`config.mk`:
```
export PLATFORM = sky130hd
export DESIGN_NAME = bmida_bsum
export DESIGN_NICKNAME = d
export VERILOG_FILES = /design/src/design/bmida_pkg.sv /design/src/design/bmida_bsum.sv
export SDC_FILE = /design/constraint.sdc
export NUM_CORES = 1
export LEC_CHECK = 0
export ABC_AREA = 1
export BUFFER_PORTS_ARGS = -buffer_cell sky130_fd_sc_hd__buf_2
export CORE_MARGIN = 2
export CORE_UTILIZATION = 47
export DETAILED_ROUTE_END_ITERATION = 8
export PLACE_DENSITY = 0.66
export REMOVE_ABC_BUFFERS = 1
export SYNTH_ARGS = -nofsm -noshare
export SYNTH_HDL_FRONTEND = slang
export SYNTH_SLANG_ARGS = --single-unit
```
`constraint.sdc`:
```
create_clock -name i_clk -period 1.9 [get_ports i_clk]
set_clock_uncertainty 0.1 [all_clocks]
set_input_delay 0.095 -clock i_clk [delete_from_list [all_inputs] [get_ports i_clk]]
set_output_delay 0.095 -clock i_clk [all_outputs]
set_load 0.05 [all_outputs]
```
`src/design/bmida_pkg.sv`:
```
// ============================================================================
// bmida_pkg
// Shared types and constants of the two-level bitmap ID allocator.
// ============================================================================
`timescale 1ns / 1ps
`default_nettype none

package bmida_pkg;

    // IDs per bucket and the width of a bucket's free counter (holds 0..256).
    localparam int BUCKET_IDS = 256;
    localparam int CNT_W      = 9;

    typedef enum logic {
        OP_ALLOC   = 1'b0,
        OP_RELEASE = 1'b1
    } t_op;

    typedef enum logic [1:0] {
        ST_OK        = 2'd0,
        ST_NO_FREE   = 2'd1,
        ST_NOT_TAKEN = 2'd2
    } t_status;

    typedef struct packed {
        t_op         op;
        logic [15:0] release_id;
    } t_in_item;

    typedef struct packed {
        t_status     status;
        logic [15:0] given_id;
    } t_out_item;

    // Update of one bucket's summary flag after a bitmap write.
    typedef struct packed {
        logic       en;
        logic [7:0] bucket;
        logic       has_free;
    } t_sum_upd;

endpackage

`default_nettype wire

```
`src/design/bmida_bsum.sv`:
```
// ============================================================================
// bmida_bsum
// Per-bucket free flags and a registered two-level first-free-bucket search.
// ============================================================================
`timescale 1ns / 1ps
`default_nettype none

module bmida_bsum #(
    parameter int NUM_BUCKETS = 256
) (
    input  wire logic                i_clk,
    input  wire logic                i_rst_n,
    input  wire bmida_pkg::t_sum_upd i_upd,
    input  wire logic                i_snap,
    input  wire logic [7:0]          i_recent,
    output logic                     o_recent_free,
    output logic                     o_any_free,
    output logic [7:0]               o_first_bkt
);

    localparam int GRP   = 16;
    localparam int GI_W  = $clog2(GRP);
    localparam int NGRP  = (NUM_BUCKETS + GRP - 1) / GRP;
    localparam int PAD   = NGRP * GRP;
    localparam int BKT_W = (NUM_BUCKETS > 1) ? $clog2(NUM_BUCKETS) : 1;

    logic [NUM_BUCKETS-1:0] r_free;
    logic [PAD-1:0]         w_pad;
    logic [NGRP-1:0]        w_grp_any;
    logic [GI_W-1:0]        w_grp_idx [NGRP];
    logic [NGRP-1:0]        r_grp_any;
    logic [GI_W-1:0]        r_grp_idx [NGRP];
    logic [7:0]             w_first;

    // Every bucket starts with free IDs.
    always_ff @(posedge i_clk) begin
        if (!i_rst_n) begin
            r_free <= '1;
        end else if (i_upd.en) begin
            r_free[i_upd.bucket[BKT_W-1:0]] <= i_upd.has_free;
        end
    end

    always_comb begin
        w_pad = PAD'(r_free);
        for (int g = 0; g < NGRP; g++) begin
            w_grp_any[g] = |w_pad[g*GRP +: GRP];
            w_grp_idx[g] = '0;
            for (int j = GRP - 1; j >= 0; j--) begin
                if (w_pad[g*GRP + j]) begin
                    w_grp_idx[g] = GI_W'(j);
                end
            end
        end
    end

    // The first level is registered when an allocate is taken in.
    always_ff @(posedge i_clk) begin
        if (i_snap) begin
            r_grp_any <= w_grp_any;
            for (int g = 0; g < NGRP; g++) begin
                r_grp_idx[g] <= w_grp_idx[g];
            end
        end
    end

    always_comb begin
        w_first = '0;
        for (int g = NGRP - 1; g >= 0; g--) begin
            if (r_grp_any[g]) begin
                w_first = 8'(g * GRP) + 8'(r_grp_idx[g]);
            end
        end
    end

    assign o_any_free    = |r_grp_any;
    assign o_first_bkt   = w_first;
    assign o_recent_free = r_free[i_recent[BKT_W-1:0]];

endmodule

`default_nettype wire

```
==> impl_metrics.env <==
export IMPL_failed_checks="negative hold slack, negative setup slack"
export IMPL_yosys_mux_area_fraction_pct=0
export IMPL_largest_family_of_logic_cells_by_synthesized_area="simple AND/OR/NAND/NOR gates"
export IMPL_drt_drc_violations_left=0
export IMPL_cts_buffer_depth=3
export IMPL_worst_ep_required_time_ps=1700
export IMPL_yosysMostFrequentCell="nand3_1"
export IMPL_numClockSinks=336
export IMPL_yosysWarnings=0
export IMPL_core_region_area_um2=40010
export IMPL_detail_route_first_pass_iterations=6
export IMPL_gr_usage_all_layers_pct=34.81
export IMPL_ys_async_sr_fraction_pct=0
export IMPL_synth_area_leaders="dfxtp_1, nand3_1, edfxtp_1"
export IMPL_number_of_vias_after_detailed_routing=21029
export IMPL_tns_ps=-4155
export IMPL_synth_xor_area_share_pct=0
export IMPL_cts_buffers_inserted=39
export IMPL_synthesis_area_um2=19150
export IMPL_final_critical_path_setup_slack_ps=-571.8
export IMPL_finalCoreUtilization_pct=57.64
export IMPL_pre_cts_ws_ps=-304.7
export IMPL_layout_worst_path_cycle_share_pct=130.1
export IMPL_cell_chosen_for_the_clock_root="clkbuf_16"
export IMPL_grt_pass1_vias=19417
export IMPL_synth_ff_type="dfxtp_1"
export IMPL_synth_edff_count=80
export IMPL_fin_crit_ps=2472
export IMPL_leakage_nw=9.726
export IMPL_dr_first_iter_drc_count=2927
export IMPL_final_nets=2944
export IMPL_floorplan_die_width_um=205.9
export IMPL_worst_ir_drop_vdd_mv=0.6216
export IMPL_synth_cell_type_count=32
export IMPL_ant_nets=0
export IMPL_power_per_cell_area_nw_per_um2=716.2
export IMPL_wl_per_cell_um=21.29
export IMPL_max_freq_mhz=404.6
export IMPL_max_cap_violations=0
export IMPL_route_final_wire_length_mm=74.04
export IMPL_postSynthRegisterBits=336
export IMPL_floorplan_die_area_um2=42370
export IMPL_htree_num_levels=2
export IMPL_hold_slack_ps=-30.39
export IMPL_cp_max_fo=4
export IMPL_number_of_antenna_violations_at_the_first_check_in_global_routing=3
export IMPL_max_slew_margin_pct=54.00
export IMPL_grt_ovfl_total=0
export IMPL_core_rowCount=73
export IMPL_cts_tree="built"
export IMPL_cts_clk_slew_worst_paths_ps=60
export IMPL_avgSynthCellArea_um2=6.729
export IMPL_rsz0062_at_grt="true"
export IMPL_fraction_of_layout_cells_with_a_size_suffix_above_1_pct=22.98
export IMPL_yosysTopAreaCell="dfxtp_1"
export IMPL_grt_first_pass_wirelength_mm=112.2
export IMPL_dp_cells=3364
export IMPL_maximum_number_of_pins_on_one_net_before_global_route_repair=65
export IMPL_netlist_instances=2846
export IMPL_routabilityCongestion=0.9558
export IMPL_tightest_slew_ps=683.7
export IMPL_synth_simple_area_share_pct=38.26
export IMPL_synth_compound_gate_area_share_pct=11.23
export IMPL_worst_setup_path_end_kind="output port"
export IMPL_endpoint_arrival_time_on_the_critical_path_ps=2280
export IMPL_outcome="complete, but fails checks"
export IMPL_final_setup_viol_count=10
export IMPL_io_buffer_count=30
export IMPL_hold_path_class="in -> reg"
export IMPL_critPathLaunchType="flop"
export IMPL_worstSetupPathType="reg -> out"
export IMPL_floorplan_initialDensity_pct=47.87
export IMPL_place_detailed_hpwl_mm=47.69
export IMPL_floorplan_die_height_um=205.9
export IMPL_p_total_mw=16.52
export IMPL_hold_viol_final=6
export IMPL_synth_top_cells_by_count="nand3_1, nand2_1, inv_1"
export IMPL_dpl_instance_area_um2=20620
export IMPL_yosys_area_share_adder_pct=0
export IMPL_number_of_top_level_design_ports=31
export IMPL_post_drt_via_cell_ratio=6.048
export IMPL_clk_insertion_delay_late_ps=560
export IMPL_instances_no_fill=3477
export IMPL_final_max_slew_violation_count=0
export IMPL_final_area_um2=23060
export IMPL_layout_area_growth_over_synthesis_pct=20.42
export IMPL_synth_top_cell_area_share_pct=26.76
export IMPL_yosysSeqAreaShare_pct=39.31
## sequential cells by signal, indices dropped and copies added, names as in the netlist
| register | flops |
|---|---|
| r_grp_idx | 64 |
| r_free | 256 |
| r_grp_any | 16 |
## worst max-delay path, stage by stage, from the launching register on
cell and delay, ps:
edfxtp_1 440, nor2_4 160, nand2_1 70, nand2_1 80
nand2_2 50, nand2_1 60, nand2_1 60, nand2_1 70
nand2_2 90, nand2_4 90, nand2_2 50, nand2_2 80
nand2_4 70, nand2_2 60, nand2_1 50, nand2_1 90
buf_6 160
## power by group
part,switching (mW),internal [mW]
clock network,3.15,4.40
logic,1.11,0.451
registers,0.0409,7.36
total,4.30,12.2
## cells in the final DEF, fill, tap and decap left out, types with 4 or more instances in the layout
| cell | n |
|---|---|
| a221oi_2 | 4 |
| buf_6 | 21 |
| nor3_1 | 32 |
| o21ai_2 | 8 |
| clkbuf_1 | 8 |
| clkbuf_16 | 41 |
| dfxtp_1 | 73 |
| buf_4 | 138 |
| clkinv_2 | 7 |
| nor2_4 | 36 |
| clkbuf_8 | 5 |
| nand3_2 | 30 |
| dfxtp_2 | 182 |
| edfxtp_1 | 80 |
| o21ai_0 | 83 |
| o21ai_1 | 187 |
| or2_2 | 8 |
| nand2_4 | 5 |
| buf_12 | 30 |
| inv_2 | 66 |
| nor2_2 | 26 |
| inv_1 | 290 |
| a21oi_1 | 53 |
| nand2_2 | 23 |
| o311ai_0 | 16 |
| nor4_1 | 16 |
| clkinv_1 | 5 |
| nand2_1 | 510 |
| nand3_1 | 781 |
| a21oi_2 | 6 |
| nor2_1 | 103 |
| a31oi_1 | 16 |
| dlygate4sd3_1 | 8 |
| buf_2 | 16 |
## path summary, 6_finish.rpt
kind | from | end | slack (ps) | cells past startpoint
setup reg to reg | r_free[237] | r_grp_idx[1][24] | 210 | 14
hold reg to reg | r_free[199] | r_free[199] | 380 | 2
setup / recovery | r_grp_any[14] | o_first_bkt[0] | -570 | 16
hold / removal | i_upd[3] | r_free[80] | -30 | 6
## logic make-up (layout without fill, tap and decap cells)
| group | count (synthesis) | after routing |
|---|---|---|
| simple gates | 1575 | 1575 |
| flops | 336 | 336 |
| buf+inv | 539 | 644 |
| other cells | 0 | 1 |
| compound gates | 396 | 396 |
## layout make-up
cell class / instances / area [um^2]
fillers: 3741 / 16950
multi-input cells: 1971 / 9975
flip-flops and latches: 336 / 7759
repair buffers: 213 / 2033
inverters: 362 / 1385
clock buffers: 54 / 1125
well taps: 525 / 656.9
clock inverters: 15 / 125.1
diodes: 1 / 2.502
## per-layer routing
metal,up-vias,global-route usage (%),wire (um)
li1,9709,-,-
met1,9833,45.60,29340
met2,1221,53.52,32550
met3,260,6.386,7859
met4,6,20.84,4250
met5,-,0,46
## repair_timing
item                                    in CTS  in global routing
pin swaps                                   46                 34
cloned                                       0                  0
setup buffers                               23                 14
endpoints found under the setup margin      10                 16
resized for setup                          237                140
hold buffers                                11                  0
endpoints found under the hold margin       99                  0
Power figures use the tool's default switching activity.
